[config.mk]
export PLATFORM = sky130hd
export DESIGN_NAME = etth_div_cell
export DESIGN_NICKNAME = d
export VERILOG_FILES = /design/src/rtl/euclid_travel_time_heuristic_assert.svh /design/src/rtl/etth_pkg.sv /design/src/rtl/etth_div_cell.sv
export SDC_FILE = /design/constraint.sdc
export NUM_CORES = 1
export LEC_CHECK = 0
export ABC_CLOCK_PERIOD_IN_PS = 2540
export BUFFER_PORTS_ARGS = -buffer_cell sky130_fd_sc_hd__buf_2
export CORE_ASPECT_RATIO = 0.7
export CORE_UTILIZATION = 48
export CTS_BUF_LIST = sky130_fd_sc_hd__clkbuf_4
export CTS_CLUSTER_DIAMETER = 50
export DETAILED_ROUTE_END_ITERATION = 8
export PLACE_DENSITY = 0.9
export SYNTH_ARGS = -nofsm -noshare
export SYNTH_HDL_FRONTEND = slang
export SYNTH_SLANG_ARGS = --single-unit
export TNS_END_PERCENT = 20
[constraint.sdc]
create_clock -name i_clk -period 2.54 [get_ports i_clk]
set_input_delay 0.127 -clock i_clk [delete_from_list [all_inputs] [get_ports i_clk]]
set_output_delay 0.127 -clock i_clk [all_outputs]
set_load 0.01 [all_outputs]
[src/rtl/euclid_travel_time_heuristic_assert.svh]
// ----------------------------------------------------------------------------
// Assertion macros for the Euclidean travel-time heuristic
// Short forms for clocked assertions that the block's top-level file uses.
// ----------------------------------------------------------------------------
`ifndef EUCLID_TRAVEL_TIME_HEURISTIC_ASSERT_SVH
`define EUCLID_TRAVEL_TIME_HEURISTIC_ASSERT_SVH

// The consequent must hold in the same cycle as the antecedent.
`define ETTH_ASSERT_SAME(label, ante, cons, msg) \
    label: assert property (@(posedge i_clk) disable iff (!i_rst_n) (ante) |-> (cons)) \
        else $error(msg);

// The consequent must hold in the cycle after the antecedent.
`define ETTH_ASSERT_NEXT(label, ante, cons, msg) \
    label: assert property (@(posedge i_clk) disable iff (!i_rst_n) (ante) |=> (cons)) \
        else $error(msg);

`endif

[src/rtl/etth_pkg.sv]
// ----------------------------------------------------------------------------
// Euclidean travel-time heuristic package
// Widths, register codes, reset values and word types shared by the block.
// ----------------------------------------------------------------------------
package etth_pkg;

    localparam int COORD_BITS     = 16;
    localparam int DIST_FRAC_BITS = 8;

    localparam int OUT_W       = 24;
    localparam int MODE_W      = 2;
    localparam int SPM_W       = 16;
    localparam int SPM_FRAC    = 12;
    localparam int OVR_W       = 16;
    localparam int OVR_FRAC    = 8;
    localparam int AMP_W       = 15;
    localparam int SAVE_W      = 16;
    localparam int CFG_DATA_W  = 16;
    localparam int CFG_IDX_W   = 3;
    localparam int DIV_REM_W   = AMP_W + 1;

    localparam logic [OUT_W-1:0] OUT_MAX = '1;

    typedef enum logic [MODE_W-1:0] {
        MODE_ZERO   = 2'd0,
        MODE_PLAIN  = 2'd1,
        MODE_OVER   = 2'd2,
        MODE_HEIGHT = 2'd3
    } t_mode;

    typedef enum logic [CFG_IDX_W-1:0] {
        CFG_MODE = 3'd0,
        CFG_SPM  = 3'd1,
        CFG_OVR  = 3'd2,
        CFG_AMP  = 3'd3,
        CFG_SAVE = 3'd4
    } t_cfg_idx;

    localparam t_mode              RST_MODE = MODE_PLAIN;
    localparam logic [SPM_W-1:0]  RST_SPM  = 16'd2458;
    localparam logic [OVR_W-1:0]  RST_OVR  = 16'd256;
    localparam logic [AMP_W-1:0]  RST_AMP  = 15'd100;
    localparam logic [SAVE_W-1:0] RST_SAVE = 16'd0;

    typedef struct packed {
        logic signed [COORD_BITS-1:0] a_x;
        logic signed [COORD_BITS-1:0] a_y;
        logic signed [COORD_BITS-1:0] a_z;
        logic signed [COORD_BITS-1:0] b_x;
        logic signed [COORD_BITS-1:0] b_y;
        logic signed [COORD_BITS-1:0] b_z;
    } t_in_word;

    typedef struct packed {
        logic [OUT_W-1:0] estimate_seconds;
        logic             saturated;
    } t_out_word;

    // Result decided before the divider; bypass means the divider is ignored.
    typedef struct packed {
        logic             bypass;
        logic             sat;
        logic [OUT_W-1:0] value;
    } t_pass;

endpackage

[src/rtl/etth_div_cell.sv]
// ----------------------------------------------------------------------------
// Division cell
// Settles one quotient bit of the height-weighted estimate.
// ----------------------------------------------------------------------------
module etth_div_cell (
    input  logic                              i_clk,
    input  logic                              i_rst_n,
    input  logic                              i_en,
    input  logic [etth_pkg::AMP_W-1:0]        i_amp,
    input  logic                              i_valid,
    input  logic [etth_pkg::DIV_REM_W-1:0]    i_rem,
    input  logic [etth_pkg::OUT_W-1:0]        i_nq,
    input  etth_pkg::t_pass                   i_pass,
    output logic                              o_valid,
    output logic [etth_pkg::DIV_REM_W-1:0]    o_rem,
    output logic [etth_pkg::OUT_W-1:0]        o_nq,
    output etth_pkg::t_pass                   o_pass
);

    localparam int RW = etth_pkg::DIV_REM_W;
    localparam int QW = etth_pkg::OUT_W;

    logic            r_valid;
    logic [RW-1:0]   r_rem;
    logic [QW-1:0]   r_nq;
    etth_pkg::t_pass r_pass;

    logic [RW-1:0] w_sh;
    logic [RW-1:0] w_div;
    logic          w_fit;
    logic [RW-1:0] n_rem;
    logic [QW-1:0] n_nq;

    always_comb begin
        w_sh  = {i_rem[RW-2:0], i_nq[QW-1]};
        w_div = RW'(i_amp);
        w_fit = (w_sh >= w_div);
        n_rem = w_fit ? (w_sh - w_div) : w_sh;
        n_nq  = {i_nq[QW-2:0], w_fit};
    end

    always_ff @(posedge i_clk) begin
        if (!i_rst_n) begin
            r_valid <= 1'b0;
        end else if (i_en) begin
            r_valid <= i_valid;
        end
    end

    always_ff @(posedge i_clk) begin
        if (i_en) begin
            r_rem  <= n_rem;
            r_nq   <= n_nq;
            r_pass <= i_pass;
        end
    end

    assign o_valid = r_valid;
    assign o_rem   = r_rem;
    assign o_nq    = r_nq;
    assign o_pass  = r_pass;

endmodule

== After elaboration in Yosys (flattened, before gate mapping) ==
Index checks and enable logic that the tools add are counted.

* Register bits after elaboration: 67
* Latch bits: 0
* Bits in writable memories: 0
* Memory bits (read-only): 0
* Input bits: 85
* Output and inout port bits: 67
* Logic and storage cells: 9
* Memories kept: 0

* $add $sub $neg: 1
* Multipliers: 0
* Div/mod/pow operators: 0
* Order comparisons: 1
* Eq/ne operators: 0
* Shift-type cells: 0
* Muxes and demuxes: 1
* Bitwise logic cells: 0
* Reductions and logical operators: 0

{| class="wikitable"
|+ Operators by type and width
! kind !! number
|-
| $ge 16x15->1 || 1
|-
| $mux 16 || 1
|-
| $sub 16x15->16 || 1
|}

== Logic depth before layout (Yosys ltp) ==
* Depth after elaboration: 2
* Mapped depth: 11
* Depth with buffers taken out: 9

== Worst setup path after synthesis ==
No wires, ideal clock.

* Path type: input to register
* Start point: input i_nq[23] (netlist bit)
* End point: register r_rem[13] (netlist: o_rem[13]), data pin
* Library setup time: 0.259 ns
* Arrival time: 1.781 ns
* Data required time: 2.281 ns
* Path slack: 0.500 ns
* Cell stages on the path: 11
* Path buffers: 2
* Path through: inv_1 ha_1 fa_1 nor2b_1 o21ai_1 a311oi_2 o31ai_4 buf_6 buf_6 nand2_1 o31ai_2

* Longest elaborated chain between the ends: 2
* Elaborated cells between the ends (all ways): 3
* Classes of those cells: add/sub (1); order compare (1); mux (1)

{| class="wikitable"
|+ RTL lines
! item !! RTL line !! RTL
|-
| start: declaration || etth_div_cell.sv:12 || <nowiki>input logic [etth_pkg::OUT_W-1:0] i_nq,</nowiki>
|-
| $sub 16x15->16 / $ge 16x15->1 (equally long branches) || etth_div_cell.sv:38, etth_div_cell.sv:37 ||
|-
| $mux 16 * || etth_div_cell.sv:38 || <nowiki>n_rem = w_fit ? (w_sh - w_div) : w_sh;</nowiki>
|-
| via n_rem[13] || etth_div_cell.sv:31 || <nowiki>logic [RW-1:0] n_rem;</nowiki>
|-
| end signal: assignment || etth_div_cell.sv:52 || <nowiki>r_rem <= n_rem;</nowiki>
|-
| end: declaration || etth_div_cell.sv:24 || <nowiki>logic [RW-1:0] r_rem;</nowiki>
|}

The timed path passes the listed nets; every way through them passes the cells marked *.
A chain may end at the register's enable or synchronous reset.

== Final worst setup path ==
* Start point: input i_amp[7] (netlist bit)
* End point: register r_rem[15] (netlist: o_rem[15]), data pin

* Longest elaborated chain between the ends: 2
* Elaborated cells between the ends (all ways): 3
* Classes of those cells: add/sub (1); order compare (1); mux (1)

{| class="wikitable"
|+ RTL lines
! item !! RTL line !! RTL
|-
| start: declaration || etth_div_cell.sv:9 || <nowiki>input logic [etth_pkg::AMP_W-1:0] i_amp,</nowiki>
|-
| $sub 16x15->16 / $ge 16x15->1 (equally long branches) || etth_div_cell.sv:38, etth_div_cell.sv:37 ||
|-
| $mux 16 * || etth_div_cell.sv:38 ||
|-
| via n_rem[15] || etth_div_cell.sv:31 ||
|}

Marks and branches as above.

==> flow_metrics.env <==
export IMPL_violations="design-rule violations"
export IMPL_portBuffers=150
export IMPL_cpPeakStageDelay_ns=0.43
export IMPL_p_sw_share_pct=28.2
export IMPL_maxCapViolations=0
export IMPL_postRouteWirelength_um=8680
export IMPL_pwr_share_clk_pct=26.4
export IMPL_end_kind="flop"
export IMPL_synth_edf_count=66
export IMPL_seq_area_frac_synth_pct=64.3
export IMPL_hold_path_class="input port to flop"
export IMPL_die_w_um=98.3
export IMPL_core_area_um2=6250
export IMPL_syn_area_um2=3110
export IMPL_syn_inst=231
export IMPL_synthToLayoutAreaGrowth_pct=47.7
export IMPL_dp_hpwl_um=5570
export IMPL_pre_cts_ws_ns=0.189
export IMPL_num_rows=24
export IMPL_ys_ff_latch=67
export IMPL_route_detailed_drc=12
export IMPL_setup_tns_final_ns=0
export IMPL_worstPathMaxFanout=7
export IMPL_synthTopCellsByArea="edfxtp_1 64%, ha_1 6.0%, nand2_1 3.1%"
export IMPL_clock_path_buffers=2
export IMPL_vias=2683
export IMPL_rsz0062_at_grt="false"
export IMPL_die_area_um2=6820
export IMPL_status="finished, violations left"
export IMPL_cpLargestDelayFamily="compound AO/OA/AOI/OAI gates"
export IMPL_drt_iter0_drc=159
export IMPL_grt_pass1_vias=2692
export IMPL_fmax_mhz=518
export IMPL_grt_usage_pct=26.1
export IMPL_grt_pass1_wl_um=13300
export IMPL_ys_flop_type="edfxtp_1"
export IMPL_final_area_um2=4600
export IMPL_crit_type="input port to flop"
export IMPL_slew_viol_final=0
export IMPL_cts_setup_buffers=0
export IMPL_peakVddDrop_mv=0.305
export IMPL_synth_area_per_cell_um2=13.5
export IMPL_grt_max_degree=35
export IMPL_max_slew_margin_pct=48.2
export IMPL_dp_cells=457
export IMPL_min_to="o_rem[10]"
export IMPL_drive_above_1_share_pct=40.1
export IMPL_path_cells="buf_2, inv_1, ha_1, and2_1, nand2_1, a211oi_1, nor2b_1, o31ai_1, mux2_2"
export IMPL_placed_cell_area_um2=3950
export IMPL_grt_antenna_before_repair=0
export IMPL_synth_nets=332
export IMPL_reg2reg_from="o_valid"
export IMPL_synthTopCellsByCount="66 x edfxtp_1, 26 x nand2_1, 20 x inv_1"
export IMPL_reg2reg_to="o_valid"
export IMPL_post_route_min_period_ns=1.93
export IMPL_cts_tree="yes"
export IMPL_clock_skew_final_ns=0
export IMPL_clkTransAtPathRegs_ns=0.12
export IMPL_cts_inserted_buffers=9
export IMPL_r2r_cells=3
export IMPL_path_buf_inv=2
export IMPL_cp_slowest_cell="ha_1"
export IMPL_yosysWarnings=0
export IMPL_min_path_cells=2
export IMPL_power_density_nw_per_um2=586
export IMPL_globalRoute_totalOverflow=0
export IMPL_worst_pin_slew_ns=0.777
export IMPL_n_antenna_cell=0
export IMPL_place_congestion=0.837
export IMPL_insertion_delay_ns=0.41
export IMPL_synth_top_area_share_pct=63.6
export IMPL_wl_per_cell_um=16.6
export IMPL_initial_utilization_pct=49.9
export IMPL_synth_largest_area_cell="edfxtp_1"
export IMPL_whs_ns=0.0160
export IMPL_crit_arrival_ns=2.10
export IMPL_fin_ws_ns=0.610
export IMPL_io_pin_count=152
export IMPL_finalNetCount=542
export IMPL_cts_root_buf="clkbuf_4"
export IMPL_reg2reg_slack_ns=1.34
export IMPL_instances_no_fill=524
export IMPL_ant_nets=0
export IMPL_htreeDepth=3
export IMPL_hold_viol=0
export IMPL_power_frac_comb_pct=22.9
export IMPL_p_int_mw=1.94
export IMPL_cp_start_kind="input port"
export IMPL_die_h_um=69.4
export IMPL_ys_async_sr_fraction_pct=0
export IMPL_cp_required_ns=2.71
export IMPL_vias_per_cell=5.12
export IMPL_hold_start="i_rem[9]"
export IMPL_p_leak_nw=2.12
export IMPL_min_period_over_period_pct=76.0
export IMPL_synth_cell_type_count=42
export IMPL_setup_violations=0
export IMPL_synth_most_common_cell="edfxtp_1"
export IMPL_dr_pass1_iters=7
export IMPL_p_sw_uw=759
export IMPL_cts_sinks=67
export IMPL_power_frac_seq_pct=50.8
[state kept, by name, summed over array words and instances (netlist names)]
register / flops
o_pass: 26
o_nq: 24
o_valid: 1
o_rem: 16
[layout by cell type, fill, tap and decap left out, types with 3 or more instances in the layout]
cell type	instances
buf_2	150
edfxtp_1	66
dlygate4sd3_1	51
nand2_1	26
inv_1	20
ha_1	15
o21ai_1	10
o21ai_0	10
clkbuf_4	9
a21o_1	8
nor2_1	7
a21oi_1	6
o21a_1	5
nor2b_1	4
xor2_1	4
o31ai_1	3
a211oi_1	3
xnor2_1	3
[layer usage]
metal,global-route usage [%],up-vias,routed length [um]
li1,-,1279,-
met5,0,-,0
met4,10.4,0,235
met2,46.4,131,4290
met1,29.0,1250,3430
met3,8.37,23,724
[final cells by class]
class	count	area (um2)
well taps	78	97.6
clock inverters	7	73.8
multi-input cells	139	987
fillers	427	1650
inverters	20	75.1
flip-flops and latches	67	2000
repair buffers	204	1300
clock buffers	9	67.6
[worst max-delay path by stage]
stage / startpoint / endpoint / slack (ns) / depth (start not counted)
after CTS: i_nq[23] / o_rem[10] / 0.64 / 10
after global placement: i_nq[23] / o_rem[10] / 0.26 / 10
after floorplan: i_nq[23] / o_rem[13] / 0.50 / 11
after global routing: i_amp[7] / o_rem[15] / 0.47 / 9
final: i_amp[7] / o_rem[15] / 0.61 / 9
after detailed placement: i_nq[23] / o_rem[10] / 0.19 / 10
[metrics by stage]
stage / util [%] / power (mW)
5_1_grt: 73.6 / 2.81
6_report: 73.6 / 2.70
4_1_cts: 73.6 / 2.69
3_5_place_dp: 63.2 / 1.93
3_3_place_gp: 63.2 / 1.91
2_1_floorplan: - / 1.70
[power groups by stage]
stage               combinational, mW  sequential, mW  clock, mW
floorplan                       0.245            1.46          0
global placement                0.522            1.39          0
detailed placement              0.539            1.39          0
CTS                             0.605            1.37      0.719
global route                    0.666            1.38      0.763
finish                          0.616            1.37      0.711
[what timing repair did]
item,4_1_cts,5_1_grt
endpoints found under the hold margin,50,0
resized for setup,0,0
hold buffers,51,0
[kinds of logic after synthesis]
group,after synthesis,share of synthesized area [%]
buffers and inverters,25,4.02
flip-flops,67,64.3
AO/OA/AOI/OAI,61,14.2
adder cells (fa/ha/maj),16,6.67
AND/OR/NAND/NOR,51,7.43
multiplexers,4,1.41
XOR/XNOR,7,1.97
Power figures use the tool's default switching activity.
