===== config.mk =====
export PLATFORM = sky130hd
export DESIGN_NAME = etth_sqrt_cell
export DESIGN_NICKNAME = d
export VERILOG_FILES = /design/src/rtl/euclid_travel_time_heuristic_assert.svh /design/src/rtl/etth_pkg.sv /design/src/rtl/etth_sqrt_cell.sv
export SDC_FILE = /design/constraint.sdc
export NUM_CORES = 1
export LEC_CHECK = 0
export ABC_AREA = 0
export BUFFER_PORTS_ARGS = -buffer_cell sky130_fd_sc_hd__buf_2
export CAP_MARGIN = 20
export CELL_PAD_IN_SITES_DETAIL_PLACEMENT = 1
export CELL_PAD_IN_SITES_GLOBAL_PLACEMENT = 1
export CORE_MARGIN = 1.5
export CORE_UTILIZATION = 35
export DETAILED_ROUTE_END_ITERATION = 6
export PLACE_DENSITY = 0.85
export SLEW_MARGIN = 20
export SYNTH_ARGS = -nofsm -noshare
export SYNTH_HDL_FRONTEND = slang
export SYNTH_SLANG_ARGS = --single-unit

===== constraint.sdc =====
create_clock -name i_clk -period 5.8 [get_ports i_clk]
set_clock_uncertainty 0.15 [all_clocks]
set_input_delay 1.16 -clock i_clk [delete_from_list [all_inputs] [get_ports i_clk]]
set_output_delay 1.16 -clock i_clk [all_outputs]
set_load 0.03 [all_outputs]

===== src/rtl/euclid_travel_time_heuristic_assert.svh =====
// ----------------------------------------------------------------------------
// Assertion macros for the Euclidean travel-time heuristic
// Short forms for clocked assertions that the block's top-level file uses.
// ----------------------------------------------------------------------------
`ifndef EUCLID_TRAVEL_TIME_HEURISTIC_ASSERT_SVH
`define EUCLID_TRAVEL_TIME_HEURISTIC_ASSERT_SVH

// The consequent must hold in the same cycle as the antecedent.
`define ETTH_ASSERT_SAME(label, ante, cons, msg) \
    label: assert property (@(posedge i_clk) disable iff (!i_rst_n) (ante) |-> (cons)) \
        else $error(msg);

// The consequent must hold in the cycle after the antecedent.
`define ETTH_ASSERT_NEXT(label, ante, cons, msg) \
    label: assert property (@(posedge i_clk) disable iff (!i_rst_n) (ante) |=> (cons)) \
        else $error(msg);

`endif


===== src/rtl/etth_pkg.sv =====
// ----------------------------------------------------------------------------
// Euclidean travel-time heuristic package
// Widths, register codes, reset values and word types shared by the block.
// ----------------------------------------------------------------------------
package etth_pkg;

    localparam int COORD_BITS     = 16;
    localparam int DIST_FRAC_BITS = 8;

    localparam int OUT_W       = 24;
    localparam int MODE_W      = 2;
    localparam int SPM_W       = 16;
    localparam int SPM_FRAC    = 12;
    localparam int OVR_W       = 16;
    localparam int OVR_FRAC    = 8;
    localparam int AMP_W       = 15;
    localparam int SAVE_W      = 16;
    localparam int CFG_DATA_W  = 16;
    localparam int CFG_IDX_W   = 3;
    localparam int DIV_REM_W   = AMP_W + 1;

    localparam logic [OUT_W-1:0] OUT_MAX = '1;

    typedef enum logic [MODE_W-1:0] {
        MODE_ZERO   = 2'd0,
        MODE_PLAIN  = 2'd1,
        MODE_OVER   = 2'd2,
        MODE_HEIGHT = 2'd3
    } t_mode;

    typedef enum logic [CFG_IDX_W-1:0] {
        CFG_MODE = 3'd0,
        CFG_SPM  = 3'd1,
        CFG_OVR  = 3'd2,
        CFG_AMP  = 3'd3,
        CFG_SAVE = 3'd4
    } t_cfg_idx;

    localparam t_mode              RST_MODE = MODE_PLAIN;
    localparam logic [SPM_W-1:0]  RST_SPM  = 16'd2458;
    localparam logic [OVR_W-1:0]  RST_OVR  = 16'd256;
    localparam logic [AMP_W-1:0]  RST_AMP  = 15'd100;
    localparam logic [SAVE_W-1:0] RST_SAVE = 16'd0;

    typedef struct packed {
        logic signed [COORD_BITS-1:0] a_x;
        logic signed [COORD_BITS-1:0] a_y;
        logic signed [COORD_BITS-1:0] a_z;
        logic signed [COORD_BITS-1:0] b_x;
        logic signed [COORD_BITS-1:0] b_y;
        logic signed [COORD_BITS-1:0] b_z;
    } t_in_word;

    typedef struct packed {
        logic [OUT_W-1:0] estimate_seconds;
        logic             saturated;
    } t_out_word;

    // Result decided before the divider; bypass means the divider is ignored.
    typedef struct packed {
        logic             bypass;
        logic             sat;
        logic [OUT_W-1:0] value;
    } t_pass;

endpackage


===== src/rtl/etth_sqrt_cell.sv =====
// ----------------------------------------------------------------------------
// Square-root cell
// Settles one root bit: brings in two radicand bits and tries a subtraction.
// ----------------------------------------------------------------------------
module etth_sqrt_cell #(
    parameter int ROOT_W = 25
) (
    input  logic                                 i_clk,
    input  logic                                 i_rst_n,
    input  logic                                 i_en,
    input  logic                                 i_valid,
    input  logic [ROOT_W+1:0]                    i_rem,
    input  logic [ROOT_W-1:0]                    i_root,
    input  logic [2*ROOT_W-1:0]                  i_rad,
    input  logic signed [etth_pkg::COORD_BITS-1:0] i_ay,
    output logic                                 o_valid,
    output logic [ROOT_W+1:0]                    o_rem,
    output logic [ROOT_W-1:0]                    o_root,
    output logic [2*ROOT_W-1:0]                  o_rad,
    output logic signed [etth_pkg::COORD_BITS-1:0] o_ay
);

    localparam int REM_W = ROOT_W + 2;
    localparam int RAD_W = 2 * ROOT_W;

    logic                                   r_valid;
    logic [REM_W-1:0]                       r_rem;
    logic [ROOT_W-1:0]                      r_root;
    logic [RAD_W-1:0]                       r_rad;
    logic signed [etth_pkg::COORD_BITS-1:0] r_ay;

    logic [REM_W-1:0]  w_rem_sh;
    logic [REM_W-1:0]  w_trial;
    logic              w_fit;
    logic [REM_W-1:0]  n_rem;
    logic [ROOT_W-1:0] n_root;
    logic [RAD_W-1:0]  n_rad;

    always_comb begin
        w_rem_sh = {i_rem[REM_W-3:0], i_rad[RAD_W-1 -: 2]};
        w_trial  = {i_root, 2'b01};
        w_fit    = (w_rem_sh >= w_trial);
        n_rem    = w_fit ? (w_rem_sh - w_trial) : w_rem_sh;
        n_root   = {i_root[ROOT_W-2:0], w_fit};
        n_rad    = {i_rad[RAD_W-3:0], 2'b00};
    end

    always_ff @(posedge i_clk) begin
        if (!i_rst_n) begin
            r_valid <= 1'b0;
        end else if (i_en) begin
            r_valid <= i_valid;
        end
    end

    always_ff @(posedge i_clk) begin
        if (i_en) begin
            r_rem  <= n_rem;
            r_root <= n_root;
            r_rad  <= n_rad;
            r_ay   <= i_ay;
        end
    end

    assign o_valid = r_valid;
    assign o_rem   = r_rem;
    assign o_root  = r_root;
    assign o_rad   = r_rad;
    assign o_ay    = r_ay;

endmodule


-- Word-level counts from Yosys, hierarchy flattened
Index checks and enable logic that the tools add are counted.
- $add $sub $neg: 1
- order comparisons: 1
- multiplexer cells: 1
- operators by type and width (operator ; number):
    greater-or-equal comparator 27 bit ; 1
    two-way mux 27 bit ; 1
    subtractor 27 bit ; 1
- input port bits: 122
- flip-flop bits (word level): 117
- logic and storage cells: 8
- output and inout port bits: 119

-- Longest topological paths before layout
- depth in word-level cells: 2
- gate-level depth with buffers: 12
- mapped depth without buffers: 10

-- Worst setup path before layout
Ideal clock, no wire load.
- path kind: input -> register
- start point: input i_root[2]
- end point: register r_rem[10], in the netlist o_rem[10] (data pin)
- setup time: 260 ps
- arrival: 3500 ps
- required time: 5390 ps
- setup slack: 1890 ps
- buffers on the path: 1
- cell stages on the path: 11
- path through: inv_1 -> ha_1 -> or3_1 -> o221a_2 -> nor4_4 -> nor2_2 -> a311oi_4 -> o21a_4 -> inv_6 -> buf_12 -> mux2_4
- longest elaborated chain between the ends: 2
- elaborated cells on any way between the ends: 3
- classes of those cells: 1 x add/sub; 1 x order compare; 1 x mux
- ends and longest elaborated chain (item ; line ; RTL):
    start, declared ; etth_sqrt_cell.sv:13 ; input logic [ROOT_W-1:0] i_root,
    subtractor 27 bit / greater-or-equal comparator 27 bit (equally long branches) ; etth_sqrt_cell.sv:43, etth_sqrt_cell.sv:42 ;
    two-way mux 27 bit (*) ; etth_sqrt_cell.sv:43 ; n_rem = w_fit ? (w_rem_sh - w_trial) : w_rem_sh;
    named net n_rem[10] ; etth_sqrt_cell.sv:35 ; logic [REM_W-1:0] n_rem;
    end signal, assigned ; etth_sqrt_cell.sv:58 ; r_rem <= n_rem;
    end, declared ; etth_sqrt_cell.sv:27 ; logic [REM_W-1:0] r_rem;
Mark *: on every way through the listed nets, which the timed path passes. The rest lies on a longest branch.
A chain may end at the register's enable or synchronous reset.

-- Worst setup path after layout
- start point: input i_rem[8]
- end point: register r_rem[13], in the netlist o_rem[13] (data pin)
- longest elaborated chain between the ends: 2
- elaborated cells on any way between the ends: 3
- classes of those cells: 1 x add/sub; 1 x order compare; 1 x mux
- ends and longest elaborated chain (item ; line ; RTL):
    start, declared ; etth_sqrt_cell.sv:12 ; input logic [ROOT_W+1:0] i_rem,
    subtractor 27 bit / greater-or-equal comparator 27 bit (equally long branches) ; etth_sqrt_cell.sv:43, etth_sqrt_cell.sv:42 ;
    two-way mux 27 bit (*) ; etth_sqrt_cell.sv:43 ;
    named net n_rem[13] ; etth_sqrt_cell.sv:35 ;
Marked as above.

==> metrics.log <==
INFO  metric outcome = finished, final reports clean
INFO  metric fillers = 1655
INFO  metric netlist_top_cells_area = sky130_fd_sc_hd__edfxtp_1, sky130_fd_sc_hd__ha_1, sky130_fd_sc_hd__mux2_4
INFO  metric cts_resized = 0
INFO  metric seqCellArea = 3500 µm²
INFO  metric ys_warn_count = 0
INFO  metric final.min_clock_period = 4.11 ns
INFO  metric power.density = 353 nW/µm²
INFO  metric core_area = 15300 µm²
INFO  metric area.growth.synth_to_final = 35.4%
INFO  metric die_width = 129 µm
INFO  metric clock_latency = 0.42 ns
INFO  metric layout_cells_sized_above_1 = 45.3%
INFO  metric max_freq = 0.243 GHz
INFO  metric start_util = 36.2%
INFO  metric drtIter0Drc = 223
INFO  metric antenna_violations_before_repair = 0
INFO  metric routedWlPerCell = 21.2 µm
INFO  metric die_h = 129 µm
INFO  metric tightestPinTransition = 0.955 ns
INFO  metric slew_violations = 0
INFO  metric critPathCaptureType = register
INFO  metric power.static_leakage = 3.34 nW
INFO  metric design_area = 7510 µm²
INFO  metric post_synth_instance_area = 5550 µm²
INFO  metric totalNegativeSetupSlack = 0 ns
INFO  metric clkSlewWorstSetupHoldPaths = 0.06 ns
INFO  metric dpl-instance-area = 6940 µm²
INFO  metric multi_input_area = 1860 µm²
INFO  metric post_cts_hold_buffer_count = 0
INFO  metric fp-row-count = 45
INFO  metric port_buffers = 236
INFO  metric fin_nets = 785
INFO  metric setup-violations-final = 0
INFO  metric synth_seq_cells = 117
INFO  metric netlist.area_leader.share = 62.8%
INFO  metric path_cells = buf_2 -> ha_1 -> a21oi_1 -> o21ai_0 -> a31oi_1 -> nor2_2 -> a311oi_4 -> o21a_4 -> inv_6 -> mux2_4
INFO  metric drt_wl_total = 18300 µm
INFO  metric timing.critical_path.required = 5.81 ns
INFO  metric gp_routability_congestion = 0.847
INFO  metric synth_area_per_cell = 14.4 µm²
INFO  metric gr-total-overflow = 0
INFO  metric power.total = 2.65 mW
INFO  metric synth_cell_types = 56
INFO  metric drcViolationCount = 0
INFO  metric wire_length_of_the_first_global_routing_pass = 26900 µm
INFO  metric grt_use_total = 22.2%
INFO  metric vias_after_detailed_routing = 4288
INFO  metric clock_tree_from_tritoncts = yes
INFO  metric timing.critical_path.from_type = input pin
INFO  metric design.die.area = 16600 µm²
INFO  metric max_slew_margin = 36.3%
INFO  metric grt_start_max_net_pins = 75
INFO  metric timing.critical_path.slowest_cell_delay = 0.54 ns
INFO  metric kind_of_path_behind_the_tightest_hold_check = register to register
INFO  metric buffer_count_from_post_cts_setup_fixing = 0
INFO  metric syn-instance-count = 386
INFO  metric ios = 241
INFO  metric synth.yosys.seq_area_share = 63.2%
INFO  metric worst_ir_drop_vdd = 0.000218 V
INFO  metric detail_route.first_pass.iterations = 4
INFO  metric cts_sinks = 117
INFO  metric clock-root-buffer = sky130_fd_sc_hd__clkbuf_16
INFO  metric worst-path-max-fanout = 23
INFO  metric timing.critical_path.arrival = 4.12 ns
INFO  metric crit_path_top_delay_cell = sky130_fd_sc_hd__a311oi_4
INFO  metric synthArstFlopShare = 0%
INFO  metric cts_buffer_depth = 2
INFO  metric drv_cap = 0
INFO  metric htreeDepth = 4
INFO  metric final_core_utilization = 49.0%
INFO  metric layout.cells.most_common = sky130_fd_sc_hd__buf_2
INFO  metric finalHoldViolCount = 0
INFO  metric antenna_left = 0
INFO  metric number_of_flops_mapped_to_enable_cells_by_yosys = 116
INFO  metric vias_per_cell = 4.98
INFO  metric final_min_period_over_clock_period = 70.9%
INFO  metric grt_pass1_vias = 4639
INFO  metric cts_made_buffers = 17
INFO  metric top_library_cells_by_usage_in_the_layout_fill_and_taps_aside = sky130_fd_sc_hd__buf_2, sky130_fd_sc_hd__edfxtp_1, sky130_fd_sc_hd__inv_1
INFO  metric crit_type = input pin to register
INFO  metric rsz0062_at_grt = no
INFO  metric post-synth-top-area-cell = sky130_fd_sc_hd__edfxtp_1
INFO  metric hpwl_detailed = 13600 µm
INFO  metric synth-main-ff-cell = sky130_fd_sc_hd__edfxtp_1
==> synth_stat cells, types with 4 or more instances <==
cell type,number
sky130_fd_sc_hd__a21o_1,12
sky130_fd_sc_hd__a21oi_1,24
sky130_fd_sc_hd__a31oi_1,4
sky130_fd_sc_hd__and2_1,5
sky130_fd_sc_hd__and3_1,10
sky130_fd_sc_hd__edfxtp_1,116
sky130_fd_sc_hd__ha_1,27
sky130_fd_sc_hd__inv_1,31
sky130_fd_sc_hd__mux2_4,17
sky130_fd_sc_hd__nand2_1,13
sky130_fd_sc_hd__nand3_1,9
sky130_fd_sc_hd__nor2_1,6
sky130_fd_sc_hd__o211ai_1,8
sky130_fd_sc_hd__o21a_1,7
sky130_fd_sc_hd__o21ai_0,15
sky130_fd_sc_hd__o22ai_1,4
sky130_fd_sc_hd__o31ai_1,4
sky130_fd_sc_hd__xnor2_1,16
sky130_fd_sc_hd__xor2_1,4
==> worst max-delay path, delay by kind of cell <==
kind | cells | cell delay (ns)
AOI/OAI and AO/OA | 5 | 1.80
adders and majority gates | 1 | 0.36
buffers and inverters | 2 | 0.24
muxes | 1 | 0.34
and+or+nand+nor | 1 | 0.17
==> layer usage <==
metal  track usage (%)  share of wire (%)  wire length (µm)  vias up
met5             0.294                  0                 0        -
met1              21.7                 35              6400     2089
met3              8.73                9.1              1670       48
met2              40.2                 52              9420      182
li1                  -                  -                 -     1969
met4              11.8                4.3               789        0
==> layout make-up <==
type                       count  area share (%)
antenna                        1          0.0333
clock buffer                  20            5.82
clock inverter                12            1.73
inverter                      32            1.67
multi-input combinational    231            24.7
sequential                   117            46.7
tap                          211            3.52
timing repair buffer         237            15.9
==> cells by family (layout without fill, tap and decap cells) <==
logic type | Yosys count | after routing | share of synthesized area (%)
other | 1 | 3 | 0.0676
XOR/XNOR | 20 | 20 | 3.16
multiplexers | 22 | 22 | 5.57
flip-flops | 117 | 117 | 63.2
AND/OR/NAND/NOR | 65 | 65 | 6.77
buffers and inverters | 39 | 301 | 3.45
AO/OA/AOI/OAI | 95 | 95 | 11.7
adder cells (fa/ha/maj) | 27 | 27 | 6.09
==> sequential cells by signal, summed over array words and instances, names as in the netlist <==
register and flops:
o_rem 27, o_rad 48, o_ay 16, o_root 25
o_valid 1
==> path summary, 6_finish.rpt <==
| path | to | slack, ns | cells past startpoint | startpoint |
|---|---|---|---|---|
| min | o_valid | 0.42 | 2 | o_valid |
| max reg2reg | o_valid | 4.98 | 2 | o_valid |
| min reg2reg | o_valid | 0.42 | 2 | o_valid |
| max | o_rem[13] | 1.69 | 10 | i_rem[8] |
==> metrics by stage <==
step / instances / hold slack [ns] / worst slack (ns)
after floorplan: 387 / 0.490 / 1.89
after global placement: 828 / 0.355 / 1.38
after detailed placement: 828 / 0.410 / 1.27
after CTS: 860 / 0.429 / 1.70
after global routing: 860 / 0.461 / 1.53
final: 861 / 0.423 / 1.69
==> power breakdown <==
part           leakage, nW  total, mW  internal (mW)  switching, mW
clock network        0.266       1.02          0.631          0.392
logic                 1.93      0.577          0.201          0.376
registers             1.14       1.05           1.03         0.0237
Note: power is estimated with default switching activity, not from simulation.
